--- src/sv/i2crbm_pkg.sv ---
// types, codes and line tables of the register byte i2c master
package i2crbm_pkg;

  typedef enum logic [3:0] {
    OP_START, OP_ADDR_W, OP_ADDR_R, OP_REG, OP_DATA, OP_ACK, OP_RBYTE, OP_MNACK, OP_STOP
  } op_t;

  localparam logic [1:0] KIND_TICK  = 2'd0;
  localparam logic [1:0] KIND_WRITE = 2'd1;
  localparam logic [1:0] KIND_READ  = 2'd2;

  localparam logic [3:0] WRITE_LEN = 4'd8;
  localparam logic [3:0] READ_LEN  = 4'd12;

  localparam logic [6:0]  DEV_ADDR_RST = 7'd82;
  localparam logic [15:0] HOLD_RST     = 16'd80;

  localparam int CFG_AW = 3;
  localparam logic REG_DEV_ADDR = 1'b0;
  localparam logic REG_HOLD     = 1'b1;

  typedef struct packed {
    logic [3:0]  phase;
    logic [1:0]  seg;
    logic [2:0]  bit_idx;
    logic [7:0]  shift;
    logic [15:0] hold;
    logic        is_read;
    logic [7:0]  saved_reg;
    logic [7:0]  saved_data;
    logic [7:0]  read_byte;
    logic        nack;
    logic        scl;
    logic        sda;
  } seq_state_t;

  typedef struct packed {
    logic       scl_out;
    logic       sda_out;
    logic       busy_res;
    logic       done_res;
    logic [7:0] rd_data;
    logic       nack_seen;
  } res_t;

  // script position to operation; unlisted positions read as start
  function automatic op_t op_at(input logic is_read, input logic [3:0] pos);
    op_t op;
    op = OP_START;
    if (is_read) begin
      case (pos)
        4'd1, 4'd7: op = OP_ADDR_W;
        4'd2, 4'd4, 4'd8: op = OP_ACK;
        4'd3: op = OP_REG;
        4'd5, 4'd11, 4'd12: op = OP_STOP;
        default: op = OP_START;
      endcase
      if (pos == 4'd7) op = OP_ADDR_R;
      if (pos == 4'd9) op = OP_RBYTE;
      if (pos == 4'd10) op = OP_MNACK;
    end else begin
      case (pos)
        4'd1: op = OP_ADDR_W;
        4'd2, 4'd4, 4'd6: op = OP_ACK;
        4'd3: op = OP_REG;
        4'd5: op = OP_DATA;
        4'd7: op = OP_STOP;
        default: op = OP_START;
      endcase
    end
    return op;
  endfunction

  function automatic logic [2:0] seg_count(input op_t op);
    logic [2:0] n;
    case (op)
      OP_START: n = 3'd2;
      OP_ACK:   n = 3'd4;
      default:  n = 3'd3;
    endcase
    return n;
  endfunction

  function automatic logic is_wbyte(input op_t op);
    return (op == OP_ADDR_W) || (op == OP_ADDR_R) || (op == OP_REG) || (op == OP_DATA);
  endfunction

  // {scl, sda} for a segment of an operation
  function automatic logic [1:0] lines_for(input op_t op, input logic [1:0] seg,
                                           input logic msb);
    logic scl;
    logic sda;
    case (op)
      OP_START: begin
        scl = 1'b1;
        sda = (seg == 2'd0);
      end
      OP_ACK: begin
        scl = (seg == 2'd1) || (seg == 2'd2);
        sda = 1'b1;
      end
      OP_RBYTE: begin
        scl = (seg != 2'd2);
        sda = 1'b1;
      end
      OP_MNACK: begin
        scl = (seg == 2'd1);
        sda = 1'b1;
      end
      OP_STOP: begin
        scl = (seg != 2'd0);
        sda = (seg == 2'd2);
      end
      default: begin
        scl = (seg == 2'd1);
        sda = msb;
      end
    endcase
    return {scl, sda};
  endfunction

endpackage

--- src/sv/i2crbm_if.sv ---
// handshake channels for request words and result words
interface i2crbm_in_if;
  import i2crbm_pkg::*;
  logic       valid;
  logic       ready;
  logic [1:0] kind;
  logic [7:0] reg_addr;
  logic [7:0] wr_data;
  logic       sda_in;
  modport source (output valid, kind, reg_addr, wr_data, sda_in, input ready);
  modport sink (input valid, kind, reg_addr, wr_data, sda_in, output ready);
endinterface

interface i2crbm_out_if;
  logic       valid;
  logic       ready;
  logic       scl_out;
  logic       sda_out;
  logic       busy_res;
  logic       done_res;
  logic [7:0] rd_data;
  logic       nack_seen;
  modport source (output valid, scl_out, sda_out, busy_res, done_res, rd_data, nack_seen,
                  input ready);
  modport sink (input valid, scl_out, sda_out, busy_res, done_res, rd_data, nack_seen,
                output ready);
endinterface

--- src/sv/i2crbm_cfg.sv ---
// apb-style register bank: device address and hold ticks
module i2crbm_cfg import i2crbm_pkg::*; (
  input  logic              clk,
  input  logic              rst_n,
  input  logic              psel,
  input  logic              penable,
  input  logic              pwrite,
  input  logic [CFG_AW-1:0] paddr,
  input  logic [31:0]       pwdata,
  output logic [31:0]       prdata,
  output logic              pready,
  output logic [6:0]        dev_addr,
  output logic [15:0]       hold_ticks
);

  logic [6:0]  dev_addr_r;
  logic [15:0] hold_r;
  logic        wr_en;

  assign pready = 1'b1;
  assign wr_en  = psel && penable && pwrite;

  // byte lanes are ignored, the word index is paddr[2]
  always_ff @(posedge clk) begin
    if (!rst_n) begin
      dev_addr_r <= DEV_ADDR_RST;
      hold_r     <= HOLD_RST;
    end else if (wr_en) begin
      if (paddr[2] == REG_DEV_ADDR) dev_addr_r <= pwdata[6:0];
      else hold_r <= pwdata[15:0];
    end
  end

  always_comb begin
    if (paddr[2] == REG_HOLD) prdata = {16'd0, hold_r};
    else prdata = {25'd0, dev_addr_r};
  end

  assign dev_addr   = dev_addr_r;
  assign hold_ticks = hold_r;

endmodule

--- src/sv/i2crbm_seq.sv ---
// transfer sequencer: state register and single-pass next-state logic
module i2crbm_seq import i2crbm_pkg::*; (
  input  logic        clk,
  input  logic        rst_n,
  input  logic        accept,
  input  logic [1:0]  kind,
  input  logic [7:0]  reg_addr,
  input  logic [7:0]  wr_data,
  input  logic        sda_in,
  input  logic [6:0]  dev_addr,
  input  logic [15:0] hold_ticks,
  output res_t        res
);

  seq_state_t st_r;
  seq_state_t st_nxt;
  logic       done;

  always_ff @(posedge clk) begin
    if (!rst_n) begin
      st_r <= '{scl: 1'b1, sda: 1'b1, default: '0};
    end else if (accept) begin
      st_r <= st_nxt;
    end
  end

  always_comb begin
    op_t         cur_op;
    op_t         new_op;
    logic [15:0] limit;
    logic [16:0] cnt_inc;
    logic [2:0]  seg_n;
    logic [3:0]  len;
    st_nxt  = st_r;
    done    = 1'b0;
    limit   = (hold_ticks == 16'd0) ? 16'd1 : hold_ticks;
    cnt_inc = {1'b0, st_r.hold} + 17'd1;
    cur_op  = op_at(st_r.is_read, st_r.phase - 4'd1);
    new_op  = op_at(st_r.is_read, st_r.phase);
    seg_n   = {1'b0, st_r.seg} + 3'd1;
    len     = st_r.is_read ? READ_LEN : WRITE_LEN;
    if (st_r.phase == 4'd0) begin
      if (kind == KIND_WRITE || kind == KIND_READ) begin
        st_nxt.is_read    = (kind == KIND_READ);
        st_nxt.saved_reg  = reg_addr;
        st_nxt.saved_data = wr_data;
        st_nxt.nack       = 1'b0;
        st_nxt.hold       = '0;
        st_nxt.phase      = 4'd1;
        st_nxt.seg        = '0;
        st_nxt.bit_idx    = '0;
        {st_nxt.scl, st_nxt.sda} = lines_for(OP_START, 2'd0, 1'b0);
      end
    end else if (kind == KIND_TICK) begin
      if (cnt_inc < {1'b0, limit}) begin
        st_nxt.hold = cnt_inc[15:0];
      end else begin
        st_nxt.hold = '0;
        // ack slot sampled at the end of its first high segment
        if (cur_op == OP_ACK && st_r.seg == 2'd1 && sda_in) st_nxt.nack = 1'b1;
        if (cur_op == OP_RBYTE && st_r.seg == 2'd1) st_nxt.shift = {st_r.shift[6:0], sda_in};
        if (seg_n >= seg_count(cur_op)) begin
          if ((is_wbyte(cur_op) || cur_op == OP_RBYTE) && st_r.bit_idx != 3'd7) begin
            st_nxt.bit_idx = st_r.bit_idx + 3'd1;
            st_nxt.seg     = '0;
            if (is_wbyte(cur_op)) st_nxt.shift = {st_r.shift[6:0], 1'b0};
            {st_nxt.scl, st_nxt.sda} = lines_for(cur_op, 2'd0, st_nxt.shift[7]);
          end else if (st_r.phase >= len) begin
            done = 1'b1;
            if (st_r.is_read) st_nxt.read_byte = st_nxt.shift;
            st_nxt.phase   = '0;
            st_nxt.seg     = '0;
            st_nxt.bit_idx = '0;
            st_nxt.scl     = 1'b1;
            st_nxt.sda     = 1'b1;
          end else begin
            st_nxt.phase   = st_r.phase + 4'd1;
            st_nxt.seg     = '0;
            st_nxt.bit_idx = '0;
            case (new_op)
              OP_ADDR_W: st_nxt.shift = {dev_addr, 1'b0};
              OP_ADDR_R: st_nxt.shift = {dev_addr, 1'b1};
              OP_REG:    st_nxt.shift = st_r.saved_reg;
              OP_DATA:   st_nxt.shift = st_r.saved_data;
              OP_RBYTE:  st_nxt.shift = '0;
              default:   st_nxt.shift = st_nxt.shift;
            endcase
            {st_nxt.scl, st_nxt.sda} = lines_for(new_op, 2'd0, st_nxt.shift[7]);
          end
        end else begin
          st_nxt.seg = seg_n[1:0];
          {st_nxt.scl, st_nxt.sda} = lines_for(cur_op, seg_n[1:0], st_nxt.shift[7]);
        end
      end
    end
  end

  always_comb begin
    res.scl_out   = st_nxt.scl;
    res.sda_out   = st_nxt.sda;
    res.busy_res  = (st_nxt.phase != 4'd0);
    res.done_res  = done;
    res.rd_data   = st_nxt.read_byte;
    res.nack_seen = st_nxt.nack;
  end

endmodule

--- src/sv/i2crbm_oreg.sv ---
// result register: holds one word until the sink takes it
module i2crbm_oreg import i2crbm_pkg::*; (
  input  logic clk,
  input  logic rst_n,
  input  logic load,
  input  res_t res,
  input  logic out_ready,
  output logic out_valid,
  output logic in_ready,
  output res_t out_word
);

  logic valid_r;
  res_t word_r;

  assign in_ready = !valid_r || out_ready;

  always_ff @(posedge clk) begin
    if (!rst_n) begin
      valid_r <= 1'b0;
    end else if (load) begin
      valid_r <= 1'b1;
    end else if (out_ready) begin
      valid_r <= 1'b0;
    end
  end

  always_ff @(posedge clk) begin
    if (load) word_r <= res;
  end

  assign out_valid = valid_r;
  assign out_word  = word_r;

endmodule

--- src/sv/i2c_register_byte_master_core.sv ---
// latency: a result word is valid the cycle after its request or tick word is accepted
// throughput: one word per cycle while the sink keeps up; the state update and result register load together
// a stalled result register holds off input only until the sink takes the word
// reset: synchronous active-low rst_n; bus lines released, sequencer idle,
// device address 82 and hold ticks 80, no result pending
module i2c_register_byte_master_core import i2crbm_pkg::*; (
  input  logic              clk,
  input  logic              rst_n,
  i2crbm_in_if.sink         in_ch,
  i2crbm_out_if.source      out_ch,
  input  logic              psel,
  input  logic              penable,
  input  logic              pwrite,
  input  logic [CFG_AW-1:0] paddr,
  input  logic [31:0]       pwdata,
  output logic [31:0]       prdata,
  output logic              pready
);

  logic [6:0]  dev_addr;
  logic [15:0] hold_ticks;
  logic        in_ready;
  logic        accept;
  res_t        res;
  res_t        out_word;

  assign in_ch.ready = in_ready;
  assign accept      = in_ch.valid && in_ready;

  i2crbm_cfg u_cfg (
    .clk        (clk),
    .rst_n      (rst_n),
    .psel       (psel),
    .penable    (penable),
    .pwrite     (pwrite),
    .paddr      (paddr),
    .pwdata     (pwdata),
    .prdata     (prdata),
    .pready     (pready),
    .dev_addr   (dev_addr),
    .hold_ticks (hold_ticks)
  );

  i2crbm_seq u_seq (
    .clk        (clk),
    .rst_n      (rst_n),
    .accept     (accept),
    .kind       (in_ch.kind),
    .reg_addr   (in_ch.reg_addr),
    .wr_data    (in_ch.wr_data),
    .sda_in     (in_ch.sda_in),
    .dev_addr   (dev_addr),
    .hold_ticks (hold_ticks),
    .res        (res)
  );

  i2crbm_oreg u_oreg (
    .clk       (clk),
    .rst_n     (rst_n),
    .load      (accept),
    .res       (res),
    .out_ready (out_ch.ready),
    .out_valid (out_ch.valid),
    .in_ready  (in_ready),
    .out_word  (out_word)
  );

  assign out_ch.scl_out   = out_word.scl_out;
  assign out_ch.sda_out   = out_word.sda_out;
  assign out_ch.busy_res  = out_word.busy_res;
  assign out_ch.done_res  = out_word.done_res;
  assign out_ch.rd_data   = out_word.rd_data;
  assign out_ch.nack_seen = out_word.nack_seen;

endmodule

--- src/flat_wrapper.sv ---
// flat-port wrapper written by rule: the top's interface ports become plain ports
module i2c_register_byte_master_core_flat import i2crbm_pkg::*;
  (clk, rst_n, psel, penable, pwrite, paddr, pwdata, prdata, pready, in_ch_valid, in_ch_kind, in_ch_reg_addr, in_ch_wr_data, in_ch_sda_in, in_ch_ready, out_ch_valid, out_ch_scl_out, out_ch_sda_out, out_ch_busy_res, out_ch_done_res, out_ch_rd_data, out_ch_nack_seen, out_ch_ready);
  i2crbm_in_if in_ch_i ();
  i2crbm_out_if out_ch_i ();
  input  logic clk;
  input  logic rst_n;
  input  logic psel;
  input  logic penable;
  input  logic pwrite;
  input  logic [CFG_AW-1:0] paddr;
  input  logic [31:0] pwdata;
  output logic [31:0] prdata;
  output logic pready;
  input wire logic [$bits(in_ch_i.valid)-1:0] in_ch_valid;
  input wire logic [$bits(in_ch_i.kind)-1:0] in_ch_kind;
  input wire logic [$bits(in_ch_i.reg_addr)-1:0] in_ch_reg_addr;
  input wire logic [$bits(in_ch_i.wr_data)-1:0] in_ch_wr_data;
  input wire logic [$bits(in_ch_i.sda_in)-1:0] in_ch_sda_in;
  output wire logic [$bits(in_ch_i.ready)-1:0] in_ch_ready;
  output wire logic [$bits(out_ch_i.valid)-1:0] out_ch_valid;
  output wire logic [$bits(out_ch_i.scl_out)-1:0] out_ch_scl_out;
  output wire logic [$bits(out_ch_i.sda_out)-1:0] out_ch_sda_out;
  output wire logic [$bits(out_ch_i.busy_res)-1:0] out_ch_busy_res;
  output wire logic [$bits(out_ch_i.done_res)-1:0] out_ch_done_res;
  output wire logic [$bits(out_ch_i.rd_data)-1:0] out_ch_rd_data;
  output wire logic [$bits(out_ch_i.nack_seen)-1:0] out_ch_nack_seen;
  input wire logic [$bits(out_ch_i.ready)-1:0] out_ch_ready;
  assign in_ch_i.valid = in_ch_valid;
  assign in_ch_i.kind = in_ch_kind;
  assign in_ch_i.reg_addr = in_ch_reg_addr;
  assign in_ch_i.wr_data = in_ch_wr_data;
  assign in_ch_i.sda_in = in_ch_sda_in;
  assign in_ch_ready = in_ch_i.ready;
  assign out_ch_valid = out_ch_i.valid;
  assign out_ch_scl_out = out_ch_i.scl_out;
  assign out_ch_sda_out = out_ch_i.sda_out;
  assign out_ch_busy_res = out_ch_i.busy_res;
  assign out_ch_done_res = out_ch_i.done_res;
  assign out_ch_rd_data = out_ch_i.rd_data;
  assign out_ch_nack_seen = out_ch_i.nack_seen;
  assign out_ch_i.ready = out_ch_ready;
  i2c_register_byte_master_core u_core (.clk(clk), .rst_n(rst_n), .in_ch(in_ch_i), .out_ch(out_ch_i), .psel(psel), .penable(penable), .pwrite(pwrite), .paddr(paddr), .pwdata(pwdata), .prdata(prdata), .pready(pready));
endmodule
--- config.mk ---
export PLATFORM = sky130hd
export DESIGN_NAME = i2c_register_byte_master_core_flat
export DESIGN_NICKNAME = d
export VERILOG_FILES = /design/src/sv/i2crbm_pkg.sv /design/src/sv/i2crbm_if.sv /design/src/sv/i2crbm_cfg.sv /design/src/sv/i2crbm_seq.sv /design/src/sv/i2crbm_oreg.sv /design/src/sv/i2c_register_byte_master_core.sv /design/src/flat_wrapper.sv
export SDC_FILE = /design/constraint.sdc
export NUM_CORES = 1
export LEC_CHECK = 0
export ABC_CLOCK_PERIOD_IN_PS = 11360
export BUFFER_PORTS_ARGS = -buffer_cell sky130_fd_sc_hd__buf_2
export CAP_MARGIN = 20
export CORE_AREA = 2 2 125 188
export DETAILED_ROUTE_END_ITERATION = 12
export DIE_AREA = 0 0 127 190
export MAX_ROUTING_LAYER = met4
export SYNTH_ARGS = -nofsm -noshare
export SYNTH_HDL_FRONTEND = slang
export SYNTH_SLANG_ARGS = --single-unit
--- constraint.sdc ---
create_clock -name clk -period 11.36 [get_ports clk]
set_input_delay 1.136 -clock clk [delete_from_list [all_inputs] [get_ports clk]]
set_output_delay 1.136 -clock clk [all_outputs]
set_load 0.05 [all_outputs]
==> results.sh, run 1 <==
export IMPL_ir_worst_vdd_mv=0.0726
export IMPL_die_x_um=127
export IMPL_p_switching_mw=0.254
export IMPL_path_class="flop to flop"
export IMPL_clkPwrFrac=0.377
export IMPL_tightest_slew_ns=1.05
export IMPL_slew_violations=0
export IMPL_core_rowCount=68
export IMPL_cts_htree_levels=3
export IMPL_cp_start_kind="flop"
export IMPL_reg2reg_slack_ns=5.48
export IMPL_synth_seq_cells=102
export IMPL_cts_hold_buffers=0
export IMPL_vias=6097
export IMPL_max_slew_margin_rel=0.295
export IMPL_avgViaCountPerCell=5.23
export IMPL_synth_ff_type="dfxtp_1"
export IMPL_grt_met2_usage=0.276
export IMPL_dp_hpwl_um=13300
export IMPL_p_leak_nw=3.03
export IMPL_grt_pass1_wl_um=28800
export IMPL_wl_per_cell_um=15.2
export IMPL_layout_drive_gt1_share=0.171
export IMPL_syn_cell_area_mm2=0.00667
export IMPL_maxCapViolCount=0
export IMPL_firstDrtPassIters=8
export IMPL_clk_latency_ns=0.35
export IMPL_rr_worst_depth=21
export IMPL_switching_share=0.310
export IMPL_power_density_mw_per_mm2=109
export IMPL_synth_edf_count=13
export IMPL_ys_async_sr_fraction=0
export IMPL_die_h_um=190
export IMPL_grt_use_total=0.150
export IMPL_clock_sinks=102
export IMPL_synth_top_area_share=0.267
export IMPL_internal_power_mw=0.565
export IMPL_cpPeakStageDelay_ns=0.69
export IMPL_seq_power_share=0.464
export IMPL_overflow=0
export IMPL_finalClockSkew_ns=0.0129
export IMPL_path_max_fanout=15
export IMPL_syn_avg_cell_area_um2=8.12
export IMPL_start_util=0.295
export IMPL_gp_congestion=0.937
export IMPL_ys_seq_area_frac=0.325
export IMPL_holdPathStages=2
export IMPL_coreArea_mm2=0.0226
export IMPL_hold_ws_ns=0.456
export IMPL_crit_top_cell="ha_1"
export IMPL_grt_max_degree=66
export IMPL_cts_made_buffers=9
export IMPL_synth_warning_count=0
export IMPL_grt_antenna_before_repair=1
export IMPL_crit_path_cell_trace="inv_1 > ha_1 > or2_1 > nor3_1 > a22o_1 > o21ai_0 > a21oi_2 > o211ai_1 > ha_1 > nand2b_1 > a21o_1 > a21oi_1 > a2111oi_0 > o31ai_2 > nor3_2 > o32ai_2 > nor2_1 > inv_1 > ha_1 > mux2i_1 > o31ai_1"
export IMPL_ant_nets=0
export IMPL_root_buffer="clkbuf_16"
export IMPL_fill_cells=2449
export IMPL_postSynthCellCount=822
export IMPL_finalSetupViolCount=0
export IMPL_cp_buffers_inverters=2
export IMPL_synth_common_cells="nand2_1 (121), dfxtp_1 (89), a21oi_1 (70), nor2_1 (70), inv_1 (61)"
export IMPL_crit_slowest_cell="dfxtp_1"
export IMPL_timing_fmax_mhz=170
export IMPL_r2r_start="u_core.u_seq.st_r[57]$_SDFFE_PN0P_"
export IMPL_drtIter0Drc=341
export IMPL_end_kind="flop"
export IMPL_grtUsageMet1=0.168
export IMPL_cts_setup_buffers=0
export IMPL_place_area_mm2=0.00720
export IMPL_rsz0062_at_grt="no"
export IMPL_fin_tns_setup_ns=0
export IMPL_hp_start="u_core.u_seq.st_r[11]$_SDFFE_PN0P_"
export IMPL_design_area_mm2=0.00750
export IMPL_path_clk_slew_ns=0.08
export IMPL_cpLargestDelayFamily="compound AO/OA/AOI/OAI gates"
export IMPL_required_ns=11.63
export IMPL_top_usage_layer="met2"
export IMPL_yosysUniqueCellTypes=88
export IMPL_grt_use_met3=0.0188
export IMPL_dieArea_mm2=0.0241
export IMPL_layout_min_cycle_time_ns=5.88
export IMPL_area_growth_pct=12.4
export IMPL_final_hold_violation_count=0
export IMPL_numPortBuffers=73
export IMPL_fin_util=0.332
export IMPL_cts_tree="done"
export IMPL_ios=109
export IMPL_synth_top_cell_by_area="dfxtp_1"
export IMPL_wirelength_um=17800
export IMPL_ctsResizeCount=0
export IMPL_finalCritPeriodShare=0.518
export IMPL_p_comb_frac=0.159
export IMPL_synth_top_cells_by_area="dfxtp_1 (27%), ha_1 (7.3%), nand2_1 (6.8%)"
export IMPL_hold_class="flop to flop"
export IMPL_yosysMostFrequentCell="nand2_1"
export IMPL_cp_data_arrival_time_ns=6.15
export IMPL_drc=0
export IMPL_holdPathEnd="u_core.u_seq.st_r[11]$_SDFFE_PN0P_"
export IMPL_outcome="complete, no violations"
export IMPL_grt_pass1_vias=5699
export IMPL_fin_nets=979
export IMPL_clock_path_buffers=2
[metal layers]
layer / vias to the layer above / share of wire
met5: - / 0
met4: 0 / 0.020
met3: 29 / 0.036
met2: 159 / 0.53
met1: 2902 / 0.42
li1: 3007 / -
[cell families (layout without fill, tap and decap cells)]
family | count (synthesis) | after routing | share of synthesized area
buf+inv | 112 | 159 | 0.0787
mux | 20 | 20 | 0.0375
flops | 102 | 102 | 0.325
other cells | 2 | 18 | 0.00113
fa+ha+maj | 39 | 39 | 0.0731
xor+xnor | 20 | 20 | 0.0274
compound gates | 207 | 207 | 0.223
simple gates | 320 | 320 | 0.233
[per-stage QoR]
step | power [mW] | std cells | setup WS (ns)
CTS | 0.827 | 1163 | 5.60
floorplan | 0.488 | 837 | 6.72
finish | 0.819 | 1165 | 5.48
global route | 0.855 | 1165 | 5.06
detailed placement | 0.518 | 1147 | 5.60
global placement | 0.517 | 1147 | 5.68
[layout by cell type, fill, tap and decap left out, types with 4 or more instances in the layout]
cell	n
a22oi_1	19
nor3_2	5
a21o_1	8
nor4_1	8
nand3_1	38
ha_1	39
nand4_1	10
nand3b_1	5
mux2_4	8
nor3_1	15
buf_2	73
clkbuf_16	9
conb_1	17
o21ai_0	17
xnor2_1	12
mux2i_1	4
or3_1	7
inv_1	60
nand2b_1	7
a221oi_1	8
o21ai_1	14
dfxtp_1	89
a21oi_1	70
xor2_1	7
nor2b_1	6
nor2_1	70
buf_4	7
and3_1	8
edfxtp_1	13
a222oi_1	6
a32o_1	4
mux2_2	7
o211ai_1	7
nand2_1	121
[power by group through the flow]
stage | Sequential (mW) | Combinational (mW) | Clock, mW
floorplan | 0.394 | 0.0941 | 0
global placement | 0.388 | 0.129 | 0
detailed placement | 0.388 | 0.130 | 0
CTS | 0.380 | 0.130 | 0.316
global route | 0.381 | 0.142 | 0.332
finish | 0.380 | 0.130 | 0.309
[layout make-up]
cell class / count / area [um2] / share of cell area
Tap cell: 280 / 350 / 0.0467
Sequential cell: 102 / 2170 / 0.289
Inverter: 63 / 236 / 0.0315
Multi-Input combinational cell: 623 / 4030 / 0.537
Antenna cell: 1 / 2.50 / 0.000333
Timing Repair Buffer: 80 / 418 / 0.0557
Clock inverter: 7 / 66.3 / 0.00884
Clock buffer: 9 / 225 / 0.0300
[worst max path at each step]
stage	from	endpoint	depth (start not counted)
detailed placement	u_core.u_seq.st_r[57]$_SDFFE_PN0P_	flop	21
finish	u_core.u_seq.st_r[57]$_SDFFE_PN0P_	flop	21
floorplan	u_core.u_seq.st_r[57]$_SDFFE_PN0P_	flop	22
global route	u_core.u_seq.st_r[57]$_SDFFE_PN0P_	flop	21
global placement	u_core.u_seq.st_r[57]$_SDFFE_PN0P_	flop	21
CTS	u_core.u_seq.st_r[57]$_SDFFE_PN0P_	flop	21
[registers in the layout (all words and copies together), names as in the netlist, named ones only]
name                     count
u_core.u_cfg.hold_ticks     16
u_core.u_cfg.dev_addr        7
u_core.u_oreg.out_valid      1
u_core.u_seq.st_r           61
u_core.u_oreg.out_word      13
[tightest hold or removal path: cells and delay by family, from the launching register on]
| kind | cells | cell delay (ns) |
|---|---|---|
| AO/OA/AOI/OAI | 1 | 0.05 |
| AND/OR/NAND/NOR | 1 | 0.05 |
| flip-flops | 1 | 0.31 |
No activity file was read; power rests on OpenSTA's default activity.
==> run 2, diff against run 1 <==
- ABC_AREA: unset -> 1
- ABC_CLOCK_PERIOD_IN_PS: 11360 -> 5300
- CORE_AREA: 2 2 125 188 -> 2 2 124 186
- DIE_AREA: 0 0 127 190 -> 0 0 126 188
- clock period: 11.36 -> 5.3 ns (I/O delays scaled with it)
==> results.sh, run 2 <==
export IMPL_setup_slack_ns=0.551
export IMPL_instances_no_fill=1288
export IMPL_drtIter0Drc=332
export IMPL_required_ns=5.54
export IMPL_synth_xor_area_frac=0.0174
export IMPL_synth_warning_count=0
export IMPL_drc=0
export IMPL_power_density_mw_per_mm2=277
export IMPL_diodes=0
export IMPL_core_rowCount=67
export IMPL_final_cell_mix="nand2_1 (213), nor2_1 (105), inv_1 (101)"
export IMPL_hold_class="input port to flop"
export IMPL_vias=6161
export IMPL_total_power_mw=2.05
export IMPL_layout_min_cycle_time_ns=4.75
export IMPL_hp_start="pwdata[1]"
export IMPL_grt_pass1_wl_um=29100
export IMPL_fin_tns_setup_ns=0
export IMPL_rr_worst_depth=29
export IMPL_path_clk_slew_ns=0.07
export IMPL_grt_max_degree=45
export IMPL_syn_cell_area_mm2=0.00653
export IMPL_timing_fmax_mhz=211
export IMPL_finalSetupViolCount=0
export IMPL_cts_made_buffers=9
export IMPL_wirelength_um=18100
export IMPL_dieArea_mm2=0.0237
export IMPL_largest_register="u_core.u_seq.st_r"
export IMPL_die_h_um=188
export IMPL_slew_violations=0
export IMPL_synth_edf_count=13
export IMPL_root_buffer="clkbuf_16"
export IMPL_numPortBuffers=73
export IMPL_reg2reg_slack_ns=0.55
export IMPL_yosysUniqueCellTypes=52
export IMPL_p_leak_nw=3.50
export IMPL_synth_top_cells_by_area="dfxtp_1 (27%), nand2_1 (12%), ha_1 (7.5%)"
export IMPL_end_kind="flop"
export IMPL_dp_cells=1272
export IMPL_cts_hold_buffers=0
export IMPL_grt_use_total=0.157
export IMPL_synth_common_cells="nand2_1 (213), nor2_1 (105), inv_1 (101)"
export IMPL_synthAdderAreaFrac=0.0747
export IMPL_outcome="complete, no violations"
export IMPL_postSynthCellCount=943
export IMPL_firstDrtPassIters=4
export IMPL_synth_ff_type="dfxtp_1"
export IMPL_r2r_start="u_core.u_seq.st_r[58]$_SDFFE_PN0P_"
export IMPL_area_growth_pct=13.4
export IMPL_synthMuxAreaShare=0.00153
export IMPL_crit_slowest_cell="dfxtp_1"
export IMPL_rsz0062_at_grt="no"
export IMPL_overflow=0
export IMPL_cpPeakStageDelay_ns=0.55
export IMPL_largest_register_ffs=61
export IMPL_start_util=0.295
export IMPL_path_class="flop to flop"
export IMPL_holdPathStages=3
export IMPL_ir_worst_vdd_mv=0.131
export IMPL_cts_setup_buffers=0
export IMPL_cts_htree_levels=3
export IMPL_yosysMostFrequentCell="nand2_1"
export IMPL_grt_antenna_before_repair=0
export IMPL_fin_nets=1107
export IMPL_syn_avg_cell_area_um2=6.93
export IMPL_synth_top_area_share=0.273
export IMPL_finalCritPeriodShare=0.896
export IMPL_grt_pass1_vias=5959
export IMPL_cts_tree="done"
export IMPL_layout_drive_gt1_share=0.159
export IMPL_clock_path_buffers=2
export IMPL_gp_congestion=0.909
export IMPL_wl_per_cell_um=14.1
export IMPL_synth_top_cell_by_area="dfxtp_1"
export IMPL_clk_latency_ns=0.35
export IMPL_ant_nets=0
export IMPL_synth_seq_cells=102
export IMPL_synth_top_family_by_area="simple AND/OR/NAND/NOR gates"
export IMPL_clock_sinks=102
export IMPL_coreArea_mm2=0.0221
export IMPL_cp_data_arrival_time_ns=4.99
export IMPL_layout_commonest_cell="nand2_1"
export IMPL_maxCapViolCount=0
export IMPL_final_hold_violation_count=0
export IMPL_ios=109
export IMPL_holdPathEnd="u_core.u_cfg.dev_addr[1]$_SDFFE_PN1P_"
export IMPL_die_x_um=126
export IMPL_post_place_ws_ns=0.584
export IMPL_ys_seq_area_frac=0.332
export IMPL_max_slew_margin_rel=0.532
export IMPL_ys_async_sr_fraction=0
export IMPL_dp_hpwl_um=13800
export IMPL_synth_compound_area_frac=0.171
export IMPL_avgViaCountPerCell=4.78
export IMPL_path_max_fanout=7
export IMPL_tightest_slew_ns=0.697
export IMPL_synthSimpleGateAreaFrac=0.300
export IMPL_crit_top_cell="nand2_1"
export IMPL_ctsResizeCount=0
export IMPL_finalClockSkew_ns=0.00614
export IMPL_cp_start_kind="flop"
## run 2: cell types whose count changed in the layout (fill, tap and decap cells not counted), moves of 8 or more
| cell | change |
|---|---|
| a21o_1 | -8 |
| a22oi_1 | -16 |
| and3_1 | -8 |
| inv_1 | +41 |
| mux2_4 | -8 |
| nand2_1 | +92 |
| nand2_2 | +17 |
| nor2_1 | +35 |
| o21ai_0 | +53 |
| o21ai_2 | +8 |
| xnor2_1 | -9 |
## run 2: through the flow
stage          cell area, um2  hold slack [ns]   util
2_1_floorplan            6590            0.442      -
3_3_place_gp             7100            0.456  0.321
3_5_place_dp             7100            0.462  0.321
4_1_cts                  7410            0.399  0.335
5_1_grt                  7410            0.413  0.335
6_report                 7410            0.407  0.335
## run 2: layer usage
layer / track usage / vias up / routed length, um
met1: 0.161 / 2848 / 7170
met2: 0.299 / 103 / 9980
met4: 0.0592 / 0 / 482
met5: - / - / 0
met3: 0.0208 / 28 / 473
li1: - / 3182 / -
## run 2: area by class of cell
cell class,instances,area [um2]
clock buffers,9,225
clock inverters,7,78.8
fillers,2451,14700
inverters,112,420
multi-input cells,703,3760
flip-flops and latches,102,2170
well taps,276,345
repair buffers,79,410
## run 2: power breakdown
group	switching, mW	internal, mW
sequential	0.0256	0.820
combinational	0.377	0.141
clock	0.318	0.373
total	0.720	1.33
## run 2: worst max path at each step
stage,from,to,slack [ns]
after floorplan,u_core.u_seq.st_r[58]$_SDFFE_PN0P_,flop,1.23
after global placement,u_core.u_seq.st_r[58]$_SDFFE_PN0P_,flop,0.67
after detailed placement,u_core.u_seq.st_r[58]$_SDFFE_PN0P_,flop,0.58
after CTS,u_core.u_seq.st_r[58]$_SDFFE_PN0P_,flop,0.57
after global routing,u_core.u_seq.st_r[58]$_SDFFE_PN0P_,flop,0.10
final,u_core.u_seq.st_r[58]$_SDFFE_PN0P_,flop,0.55
## run 2: kinds of logic (layout without fill, tap and decap cells)
group,count (synthesis),in the layout
buffers and inverters,153,207
other,2,17
and+or+nand+nor,434,434
muxes,1,1
adders and majority gates,39,39
xor gates and xnor gates,13,13
AOI/OAI and AO/OA,199,199
DFF,102,102
## run 2: worst max-delay path, delay by kind of cell (launching register included)
kind            cells  cell delay, ns
buf+inv             4            0.55
fa+ha+maj           3            0.88
flops               1            0.55
compound gates      4            0.84
simple gates       18            1.83
